## src/hw/rtl/ets_pkg.sv

```systemverilog
// ----------------------------------------------------------------------------
// ets_pkg
// Shared constants, codes and controller/datapath interface types for the
// Euler totient sieve table.
// ----------------------------------------------------------------------------
package ets_pkg;

   localparam int MAX_N  = 4096;
   localparam int ADDR_W = $clog2(MAX_N + 1);
   localparam int PIDX_W = $clog2(MAX_N);
   localparam int SIZE_W = 13;
   localparam int TOT_W  = 12;
   localparam int CNT_W  = 13;
   localparam int CMP_W  = (ADDR_W > SIZE_W) ? ADDR_W : SIZE_W;
   localparam int PROD_W = 2 * ADDR_W;

   localparam logic [SIZE_W-1:0] SIZE_RESET = SIZE_W'(4096);

   localparam logic ACT_BUILD = 1'b0;
   localparam logic ACT_READ  = 1'b1;

   localparam logic [1:0] ST_OK      = 2'd0;
   localparam logic [1:0] ST_RANGE   = 2'd1;
   localparam logic [1:0] ST_UNBUILT = 2'd2;

   typedef struct packed {
      logic init;
      logic clr;
      logic fetch;
      logic check;
      logic prd;
      logic mul;
      logic wr;
      logic adv;
      logic done;
      logic rd;
   } ets_cmd_type;

   typedef struct packed {
      logic n_zero;
      logic n_small;
      logic i_last;
      logic more;
      logic over;
      logic divides;
   } ets_stat_type;

endpackage

```

## src/hw/rtl/ets_ctrl.sv

```systemverilog
// ----------------------------------------------------------------------------
// ets_ctrl
// Sequencer for the totient sieve: clearing pass, outer walk over i, inner
// walk over the prime list, and request acceptance.
// ----------------------------------------------------------------------------
module ets_ctrl (
   input  logic                 clock,
   input  logic                 reset,
   input  logic                 start,
   input  logic                 req_action,
   input  ets_pkg::ets_stat_type stat,
   output ets_pkg::ets_cmd_type  cmd,
   output logic                 busy
);
   import ets_pkg::*;

   typedef enum logic [2:0] {
      S_IDLE,
      S_CLR,
      S_FETCH,
      S_CHECK,
      S_PRD,
      S_MUL,
      S_WR,
      S_DONE
   } state_type;

   state_type state_ff, state_in;
   logic      busy_ff;

   always_comb begin
      state_in = state_ff;
      cmd      = '0;
      case (state_ff)
         S_IDLE: begin
            if (start) begin
               if (req_action == ACT_BUILD) begin
                  cmd.init = 1'b1;
                  state_in = stat.n_zero ? S_DONE : S_CLR;
               end else begin
                  cmd.rd = 1'b1;
               end
            end
         end
         S_CLR: begin
            cmd.clr = 1'b1;
            if (stat.i_last) begin
               state_in = stat.n_small ? S_DONE : S_FETCH;
            end
         end
         S_FETCH: begin
            cmd.fetch = 1'b1;
            state_in  = S_CHECK;
         end
         S_CHECK: begin
            cmd.check = 1'b1;
            state_in  = S_PRD;
         end
         S_PRD: begin
            if (stat.more) begin
               cmd.prd  = 1'b1;
               state_in = S_MUL;
            end else if (stat.i_last) begin
               state_in = S_DONE;
            end else begin
               cmd.adv  = 1'b1;
               state_in = S_FETCH;
            end
         end
         S_MUL: begin
            cmd.mul  = 1'b1;
            state_in = S_WR;
         end
         S_WR: begin
            // product past N or p is the least prime factor of i: leave the inner walk
            if (!stat.over) begin
               cmd.wr = 1'b1;
            end
            if (stat.over || stat.divides) begin
               if (stat.i_last) begin
                  state_in = S_DONE;
               end else begin
                  cmd.adv  = 1'b1;
                  state_in = S_FETCH;
               end
            end else begin
               state_in = S_PRD;
            end
         end
         S_DONE: begin
            cmd.done = 1'b1;
            state_in = S_IDLE;
         end
         default: begin
            state_in = S_IDLE;
         end
      endcase
   end

   always_ff @(posedge clock) begin
      if (reset) begin
         state_ff <= S_IDLE;
         busy_ff  <= 1'b0;
      end else begin
         state_ff <= state_in;
         busy_ff  <= (state_in != S_IDLE);
      end
   end

   assign busy = busy_ff;

endmodule

```

## config.mk

```make
export PLATFORM = sky130hd
export DESIGN_NAME = ets_ctrl
export DESIGN_NICKNAME = d
export VERILOG_FILES = /design/src/hw/rtl/ets_pkg.sv /design/src/hw/rtl/ets_ctrl.sv
export SDC_FILE = /design/constraint.sdc
export NUM_CORES = 1
export LEC_CHECK = 0
export BUFFER_PORTS_ARGS = -buffer_cell sky130_fd_sc_hd__buf_2
export CORE_AREA = 3 3 40 42
export CTS_BUF_LIST = sky130_fd_sc_hd__clkbuf_4
export DETAILED_ROUTE_END_ITERATION = 8
export DIE_AREA = 0 0 43 45
export PLACE_DENSITY = 0.65
export SETUP_SLACK_MARGIN = 0.15
export SYNTH_ARGS = -nofsm -noshare
export SYNTH_HDL_FRONTEND = slang
export SYNTH_SLANG_ARGS = --single-unit
```

## constraint.sdc

```tcl
create_clock -name clock -period 1.61 [get_ports clock]
set_input_delay 0.322 -clock clock [delete_from_list [all_inputs] [get_ports clock]]
set_output_delay 0.322 -clock clock [all_outputs]
set_load 0.02 [all_outputs]
```

# After elaboration in Yosys (flattened, before gate mapping)
# Cells that the tools add are included.
# W data, S select, Z words.
[classes]
eq_ne = 7
muxes = 28
reduce_logical = 3
[ops]
columns = ["op", "n"]
rows = [
  ["$mux W3", 8],
  ["$pmux W3 S8", 1],
  ["$mux W1", 18],
  ["$eq A3 B3 Y1 const B", 4],
  ["$eq A3 B2 Y1 const B", 2],
  ["$eq A3 B1 Y1 const B", 1],
  ["$logic_not A3 Y1", 1],
  ["$reduce_bool A3 Y1", 1],
  ["$pmux W1 S2", 1],
  ["$logic_or A1 B1 Y1", 1],
]
[word_totals]
regBits = 4
input_bits = 10
output_inout_bits = 11
elab_cells = 40

# Depth between registers and ports, before layout
# Gate-level depths: netlist of run 1.
[depth]
word_depth = 5
ltp_mapped = 5
mapped_depth_nobuf = 4

# Worst setup path before layout of run 1
# No wires, ideal clock.
[synth_timing]
path_kind = "register to output"
start = "register state_ff[0]"
end = "output cmd[2] (netlist name)"
t_arrival_ns = 1.173
required_time_ns = 1.288
slack_ns = 0.115
path_stages_with_launch = 5
path_buffers = 1
path_cell_list = "dfxtp_1 > buf_6 > nand2b_1 > a211o_1 > nor2_1"
[synth_lines]
columns = ["item", "line", "text"]
rows = [
  ["start, declared", "ets_ctrl.sv:28", "state_type state_ff, state_in;"],
  ["start signal, assigned", "ets_ctrl.sv:105", "state_ff <= state_in;"],
  ["end, declared", "ets_ctrl.sv:12", "output ets_pkg::ets_cmd_type cmd,"],
]

==> results of run 1 <==
-- cells in the final DEF, fill, tap and decap left out, types with 2 or more instances in the layout --
cell and instances:
nor2_1 5, a211oi_2 2, clkbuf_4 3, and3_1 2
buf_2 13, buf_6 4, nor2b_4 2, nand2b_4 2
buf_4 11, nor2_2 2, nand2_1 2, dfxtp_4 3
inv_1 4
-- cell type report --
class | instances | area [µm²] | share of cell area (%)
Tap cell | 15 | 18.77 | 2.703
Sequential cell | 4 | 91.34 | 13.15
Clock buffer | 3 | 22.52 | 3.243
Multi-Input combinational cell | 39 | 350.3 | 50.45
Inverter | 5 | 18.77 | 2.703
Timing Repair Buffer | 28 | 192.7 | 27.75
-- per-layer routing --
metal,routed length [µm],vias up
met2,570,15
met1,468,223
li1,-,241
met4,8,0
met3,54,2
met5,0,-
-- kinds of logic (layout without fill, tap and decap cells) --
family / after synthesis / count (layout)
simple gates: 26 / 26
buf+inv: 9 / 36
flops: 4 / 4
compound gates: 13 / 13
-- metrics by stage --
step / hold slack [ns] / std cells
floorplan: 0.4163 / 52
global placement: 0.6011 / 87
detailed placement: 0.6019 / 87
CTS: 0.3427 / 93
global route: 0.3539 / 94
finish: 0.3519 / 94
-- worst paths after layout --
kind                               start                     end  slack, ns  cells after the start
hold / removal                     reset  state_ff[2]$_SDFF_PP0_       0.35                      2
setup reg to reg  state_ff[1]$_SDFF_PP0_         busy$_SDFF_PP0_       0.08                      6
setup / recovery  state_ff[1]$_SDFF_PP0_                  cmd[9]      -0.05                      3
hold reg to reg   state_ff[2]$_SDFF_PP0_  state_ff[2]$_SDFF_PP0_       0.68                      3
-- power groups by stage --
| stage | Clock [mW] | Sequential (mW) | Combinational [mW] |
|---|---|---|---|
| CTS | 0.130 | 0.206 | 0.633 |
| floorplan | 0 | 0.183 | 0.399 |
| detailed placement | 0 | 0.199 | 0.521 |
| global route | 0.141 | 0.215 | 0.771 |
| finish | 0.122 | 0.207 | 0.709 |
| global placement | 0 | 0.196 | 0.519 |
-- timing repair --
item                       4_1_cts  5_1_grt
buffers inserted                 3        1
gates cloned                     0        0
pin swaps                        2        2
resized for setup               17       12
setup endpoints to repair        8        9
-- flip-flops by register name (all words and copies together), names as in the netlist --
register  count
state_ff      3
busy          1
==> impl_metrics.py, run 1 <==
metrics = {
    "outcome": {
        "status": "complete, but fails checks",
        "violations": "setup timing",
    },
    "cells_and_area": {
        "area_growth_pct": 69.21,
        "drive_gt1_share_pct": 65.82,
        "fin_area_um2": 694.4,
        "diodes": 0,
        "nNetsFinal": 91,
        "fillCellCount": 121,
        "final_util_pct": 54.04,
    },
    "power_and_ir_drop": {
        "switching_share_pct": 41.84,
        "seqPwrFrac_pct": 20.0,
        "power.switching_mw": 0.4342,
        "p_leak_nw": 0.3298,
        "p_comb_share_pct": 68.3,
        "clock_power_share_pct": 11.7,
        "p_int_mw": 0.6036,
        "pwr_density_cell_mw_per_mm2": 1495,
        "power.total_mw": 1.038,
        "ir_drop_mv": 0.8395,
    },
    "detailed_routing": {
        "wire_per_inst_um": 11.72,
        "via_count": 481,
        "drt_wl_total_um": 1102,
        "drc": 0,
        "drt_iter0_markers": 5,
        "detail-route-antenna-nets": 0,
        "firstDrtPassIters": 2,
        "vias_per_cell": 5.117,
    },
    "setup_path": {
        "cp.arrival_ns": 1.34,
        "slowest_stage": "or4b_4",
        "end_kind": "output port",
        "critPathTopFamily": "simple AND/OR/NAND/NOR gates",
        "path_cells": "or4b_4 -> nor2_4 -> buf_6",
        "required_ns": 1.29,
        "crit_buf_inv": 1,
        "critPathLaunchType": "flop",
        "slowest_delay_ns": 0.55,
        "crit_fanout": 4,
        "crit_type": "flop to output port",
    },
    "clocking": {
        "cts_buffers": 3,
        "clk_pin_slew_ns": 0.04,
        "clockBufferDepth": 2,
        "cts_root_buf": "clkbuf_4",
        "clock_latency_ns": 0.23,
        "clock-sinks": 4,
        "ctsHoldBuffers": 0,
        "cts_tree": "built",
        "h-tree-depth": 1,
    },
    "logic_synthesis": {
        "synth.area.top_cells": "dfxtp_1 (20%), nor2_1 (7.3%), a211oi_2 (6.1%), inv_1 (4.6%), nand2b_1 (4.6%)",
        "ys_types": 30,
        "syn_inst": 52,
        "synth_edf_count": 0,
        "yosysMostFrequentCell": "nor2_1",
        "synthAdderAreaFrac_pct": 0,
        "ys_seq_area_share_pct": 19.51,
        "synth_top_family_by_area": "simple AND/OR/NAND/NOR gates",
        "ys_seq_elements": 4,
        "synth_compound_area_share_pct": 30.79,
        "synthFlopType": "dfxtp_1",
        "synthesis.nets": 62,
        "synth_xor_area_share_pct": 0,
        "muxShareOfSynthArea_pct": 0,
        "synth_top_area_share_pct": 19.51,
        "synth_top_cell_by_area": "dfxtp_1",
        "synthArstFlopShare_pct": 0,
        "synth_simple_gate_area_share_pct": 39.02,
        "synth_area_um2": 410.4,
        "syn_area_per_cell_um2": 7.892,
        "netlist_top_cells_count": "nor2_1 (8), inv_1 (5), dfxtp_1 (4)",
        "ys_warn_count": 0,
    },
    "global_route": {
        "grtUsageTotal_pct": 12.57,
        "busiest_layer": "met2",
        "overflow": 0,
        "grt_pass1_vias": 404,
        "use_met3_pct": 4.781,
        "grt_max_degree": 10,
        "met2_usage_pct": 18.56,
        "grt_pass1_wl_um": 1773,
        "antenna_found_initial": 0,
        "use_met1_pct": 15.66,
    },
    "placement": {
        "port_buffers": 20,
        "dp_slack_ns": 0.1191,
        "place_area_um2": 539.3,
        "dp_hpwl_um": 810,
        "place_congestion": 0.8163,
    },
    "sta": {
        "fin_crit_ns": 1.664,
        "clock_skew_ns": 0.003673,
        "min_period_over_period_pct": 103.3,
        "tns_ns": -0.05839,
        "setup_violations": 3,
        "worst_pin_slew_ns": 0.3317,
        "slew_headroom_pct": 77.80,
        "rsz0062_at_grt": "true",
        "fin_ws_ns": -0.05370,
        "max_freq_mhz": 601.1,
        "hold_viol": 0,
        "slew_viol_final": 0,
    },
    "die": {
        "initial_core_util_pct": 31.94,
        "coreArea_mm2": 0.001285,
        "boundaryPins": 21,
        "rows": 13,
        "die-height_um": 45,
        "die_area_mm2": 0.001935,
        "die_w_um": 43,
    },
    "run": {
        "cap_violations": 0,
    },
    "hold_path": {
        "hold_path.class": "input port to flop",
    },
}
(Power assumes the default switching activity.)
==> run 2: changes to the inputs <==
==> constraint.sdc (replaced) <==
create_clock -name clock -period 1.61 [get_ports clock]
set_input_delay 0.322 -clock clock [delete_from_list [all_inputs] [get_ports clock]]
set_output_delay 0.322 -clock clock [all_outputs]
set_load 0.01 [all_outputs]
==> run 2 against run 1 <==
The run still ends with setup timing left; non-clock buffer count increased by 3; die area unchanged; clock power about the same; utilization increased by 3.1 points; routed wire length increased by 16%; sequential share of layout area decreased by 0.72 points; count of clock-buffer cells in the layout unchanged; via count increased by 3.7%; first-iteration DRC count unchanged.
==> impl_metrics.py, run 2 (synthesized netlist as in run 1, its figures left out) <==
metrics = {
    "detailed_routing": {
        "drt_wl_total_um": 1278,
        "firstDrtPassIters": 2,
        "vias_per_cell": 5.144,
        "drt_iter0_markers": 5,
        "wire_per_inst_um": 13.18,
        "via_count": 499,
        "drc": 0,
        "detail-route-antenna-nets": 0,
    },
    "setup_path": {
        "crit_fanout": 3,
        "reg2reg_from": "state_ff[1]$_SDFF_PP0_",
        "critPathLaunch": "state_ff[2]$_SDFF_PP0_",
        "crit_type": "flop to output port",
        "cp.arrival_ns": 1.34,
        "required_ns": 1.29,
        "critPathLaunchType": "flop",
        "end_kind": "output port",
    },
    "placement": {
        "dp_hpwl_um": 837.8,
        "place_congestion": 0.7633,
        "port_buffers": 20,
    },
    "die": {
        "die_area_mm2": 0.001935,
        "boundaryPins": 21,
        "die_w_um": 43,
        "coreArea_mm2": 0.001285,
        "initial_core_util_pct": 31.94,
        "rows": 13,
        "die-height_um": 45,
    },
    "outcome": {
        "violations": "setup timing",
        "status": "complete, but fails checks",
    },
    "sta": {
        "worst_pin_slew_ns": 0.3058,
        "whs_ns": 0.3322,
        "max_freq_mhz": 603.3,
        "min_period_over_period_pct": 103.0,
        "hold_viol": 0,
        "slew_viol_final": 0,
        "rsz0062_at_grt": "true",
        "slew_headroom_pct": 79.40,
        "fin_ws_ns": -0.04752,
        "fin_crit_ns": 1.658,
        "tns_ns": -0.04752,
        "setup_violations": 1,
        "clock_skew_ns": 0.001311,
    },
    "global_route": {
        "overflow": 0,
        "grtUsageTotal_pct": 12.83,
        "grt_pass1_vias": 444,
        "grt_pass1_wl_um": 1856,
        "antenna_found_initial": 0,
        "grt_max_degree": 10,
    },
    "clocking": {
        "clock-sinks": 4,
        "clockBufferDepth": 2,
        "h-tree-depth": 1,
        "clk_pin_slew_ns": 0.04,
        "cts_root_buf": "clkbuf_4",
        "ctsHoldBuffers": 0,
        "cts_buffers": 3,
        "cts_tree": "built",
        "clock_latency_ns": 0.23,
    },
    "hold_path": {
        "hp-start": "reset",
        "hold_path.class": "input port to flop",
    },
    "cells_and_area": {
        "drive_gt1_share_pct": 70.73,
        "final_util_pct": 57.16,
        "diodes": 0,
        "largest_register_ffs": 3,
        "area_growth_pct": 78.96,
        "largest_register": "state_ff",
        "mostFrequentLayoutCell": "buf_2",
        "layout_common_cells": "buf_2 (19), buf_6 (7), nor2_1 (6), buf_4 (5), inv_1 (4)",
        "nNetsFinal": 94,
    },
    "power_and_ir_drop": {
        "p_leak_nw": 0.3568,
        "pwr_density_cell_mw_per_mm2": 1518,
        "ir_drop_mv": 0.6498,
    },
    "run": {
        "cap_violations": 0,
    },
}
-- run 2: cell types whose count changed in the layout (fill, tap and decap cells not counted), moves of 2 or more --
cell / before / now
buf_4: 11 / 5
nand2_1: 2 / 0
buf_2: 13 / 19
buf_6: 4 / 7
-- run 2: worst max-delay path, cell delays in order, from the launching register on --
cell     delay [ns]
dfxtp_4        0.34
or4b_4         0.55
nor2_2         0.09
buf_2          0.13
-- run 2: final timing paths --
kind	end	slack (ns)	cells after the start
worst min register to register	state_ff[2]$_SDFF_PP0_	0.79	4
worst min-delay path	state_ff[2]$_SDFF_PP0_	0.33	2
worst max-delay path	cmd[9]	-0.05	3
worst max register to register	busy$_SDFF_PP0_	0.13	8
-- run 2: timing repair --
| action | 4_1_cts | 5_1_grt |
|---|---|---|
| gates cloned | 0 | 0 |
| setup endpoints to repair | 9 | 10 |
| gates resized for setup | 20 | 13 |
| pin swaps | 2 | 9 |
| buffers inserted | 5 | 2 |
-- run 2: area by class of cell --
class | instances | area (µm²)
flip-flops and latches | 4 | 91.34
inverters | 5 | 23.77
well taps | 15 | 18.77
clock buffers | 3 | 22.52
repair buffers | 31 | 211.5
fillers | 119 | 550.5
multi-input cells | 39 | 366.6
-- run 2: report_power, final --
group / internal [mW] / total (mW) / leakage, nW / switching, mW
Combinational: 0.425 / 0.789 / 0.308 / 0.364
Clock: 0.0834 / 0.124 / 0.0138 / 0.0405
Sequential: 0.157 / 0.202 / 0.0352 / 0.0452
Total: 0.666 / 1.11 / 0.357 / 0.449
-- run 2: layer usage --
layer,vias up,part of all wire [%],global-route usage [%]
met1,231,44,13.29
met5,-,0,0
met2,16,48,22.75
met4,0,2.2,10.24
met3,4,6.4,2.390
li1,248,-,-
-- run 2: through the flow --
step	setup slack, ns	total power, mW	instances	instance area, µm²
2_1_floorplan	0.2376	0.5347	52	410.4
6_report	-0.04752	1.115	97	734.5
3_5_place_dp	0.1411	0.6759	87	534.3
4_1_cts	-0.05215	0.9735	95	658.1
3_3_place_gp	0.1573	0.6701	87	534.3
5_1_grt	-0.09034	1.182	97	734.5
==> run 3: changes to the inputs <==
Settings changed: REMOVE_ABC_BUFFERS set to 1.
==> run 3 against run 2 <==
The flow still finishes with violations (setup timing); power fell by 9.9%; sequential share of layout area grew 1.1 points; first-iteration DRC count down 20%; combinational power decreased by 15%; critical path depth is the same; clock skew barely moved; sequential power grew 6%; design area fell by 8.0%; critical endpoint unchanged.
==> impl_metrics.py, run 3 (synthesized netlist as in run 1, its figures left out) <==
metrics = {
    "clocking": {
        "cts_root_buf": "clkbuf_4",
        "cts_tree": "built",
        "clk_pin_slew_ns": 0.03,
        "clockBufferDepth": 2,
        "h-tree-depth": 1,
        "clock_latency_ns": 0.23,
        "cts_buffers": 3,
        "clock-sinks": 4,
    },
    "cells_and_area": {
        "diodes": 0,
        "nNetsFinal": 92,
        "final_util_pct": 52.58,
        "mostFrequentLayoutCell": "buf_2",
        "area_growth_pct": 64.63,
        "largest_register_ffs": 3,
        "fillCellCount": 121,
        "drive_gt1_share_pct": 62.50,
        "largest_register": "state_ff",
        "fin_area_um2": 675.6,
        "layout_common_cells": "buf_2 (20), nor2_1 (8), buf_6 (5), inv_1 (4), buf_4 (4)",
    },
    "detailed_routing": {
        "wire_per_inst_um": 12.43,
        "drc": 0,
        "detail-route-antenna-nets": 0,
        "drt_iter0_markers": 4,
        "drt_wl_total_um": 1181,
        "vias_per_cell": 4.905,
        "via_count": 466,
        "firstDrtPassIters": 2,
    },
    "sta": {
        "slew_headroom_pct": 76.86,
        "whs_ns": 0.3420,
        "worst_pin_slew_ns": 0.3458,
        "min_period_over_period_pct": 102.4,
        "slew_viol_final": 0,
        "clock_skew_ns": 0.001318,
        "fin_crit_ns": 1.648,
        "fin_ws_ns": -0.03802,
        "hold_viol": 0,
        "max_freq_mhz": 606.8,
        "setup_violations": 1,
        "rsz0062_at_grt": "true",
        "tns_ns": -0.03802,
    },
    "die": {
        "boundaryPins": 21,
        "die-height_um": 45,
        "die_w_um": 43,
        "rows": 13,
        "initial_core_util_pct": 31.94,
        "die_area_mm2": 0.001935,
        "coreArea_mm2": 0.001285,
    },
    "placement": {
        "port_buffers": 20,
        "dp_slack_ns": 0.1079,
        "place_congestion": 0.8132,
        "place_area_um2": 519.2,
        "dp_hpwl_um": 825.7,
    },
    "power_and_ir_drop": {
        "power.switching_mw": 0.4012,
        "ir_drop_mv": 0.7695,
        "clock_power_share_pct": 11.9,
        "p_leak_nw": 0.3365,
        "pwr_density_cell_mw_per_mm2": 1486,
        "p_comb_share_pct": 66.7,
        "p_int_mw": 0.6029,
        "seqPwrFrac_pct": 21.4,
        "switching_share_pct": 39.96,
    },
    "setup_path": {
        "slowest_delay_ns": 0.53,
        "crit_buf_inv": 1,
        "end_kind": "output port",
        "crit_type": "flop to output port",
        "cp.arrival_ns": 1.33,
        "slowest_stage": "or4b_4",
        "crit_fanout": 4,
        "rr_worst_depth": 5,
        "required_ns": 1.29,
        "worst-path-stages": 3,
        "critPathTopFamily": "simple AND/OR/NAND/NOR gates",
        "critPathLaunchType": "flop",
        "path_cells": "or4b_4 -> nor2_1 -> buf_2",
    },
    "global_route": {
        "overflow": 0,
        "grt_max_degree": 13,
        "grt_pass1_wl_um": 2014,
        "grt_pass1_vias": 439,
        "grtUsageTotal_pct": 13.66,
        "antenna_found_initial": 0,
    },
    "hold_path": {
        "hold_depth": 2,
        "hold_path.class": "input port to flop",
    },
    "outcome": {
        "status": "complete, but fails checks",
        "violations": "setup timing",
    },
    "run": {
        "cap_violations": 0,
    },
}
run 3: changes by cell type in the layout (fill, tap and decap cells not counted), moves of 2 or more:
| cell | previous run | this run |
|---|---|---|
| buf_6 | 7 | 5 |
| nand2_1 | 0 | 2 |
| nor2_1 | 6 | 8 |
| nor2_2 | 2 | 0 |
run 3: repair_timing:
item	in CTS	in global routing
setup buffers	3	4
pin swaps	3	5
hold buffers	0	0
endpoints found under the setup margin	9	9
resized for setup	11	10
run 3: through the flow:
stage,instances,total power [mW]
CTS,91,0.8938
global placement,85,0.6486
finish,95,1.004
floorplan,48,0.4983
global route,95,1.086
detailed placement,85,0.6535
run 3: path summary, 6_finish.rpt:
path / slack (ns) / end / from
max reg2reg: 0.20 / busy$_SDFF_PP0_ / state_ff[2]$_SDFF_PP0_
min: 0.34 / state_ff[2]$_SDFF_PP0_ / reset
max: -0.04 / cmd[9] / state_ff[2]$_SDFF_PP0_
min reg2reg: 0.70 / state_ff[2]$_SDFF_PP0_ / state_ff[0]$_SDFF_PP0_
run 3: layout make-up:
cell class / instances / area, µm² / area share (%)
Inverter: 5 / 18.77 / 2.778
Sequential cell: 4 / 91.34 / 13.52
Multi-Input combinational cell: 39 / 337.8 / 50.00
Timing Repair Buffer: 29 / 186.4 / 27.59
Clock buffer: 3 / 22.52 / 3.333
Tap cell: 15 / 18.77 / 2.778
run 3: worst reg2reg max path, stage by stage, from the launching register on:
cell and delay (ns):
dfxtp_4 0.34, or4b_4 0.53, buf_4 0.16, o32ai_4 0.12, a221oi_2 0.12, o211ai_2 0.07
run 3: per-layer routing:
metal	wire length [µm]	up-vias	track usage, %
met5	0	-	0
met3	49	0	3.586
met1	528	211	18.80
met4	0	0	3.614
li1	-	243	-
met2	603	12	21.26
run 3: power by group through the flow:
stage | registers (mW) | clock network (mW) | logic [mW]
after floorplan | 0.216 | 0 | 0.282
after global placement | 0.204 | 0 | 0.445
after detailed placement | 0.206 | 0 | 0.447
after CTS | 0.213 | 0.128 | 0.553
after global routing | 0.220 | 0.135 | 0.731
final | 0.214 | 0.120 | 0.670
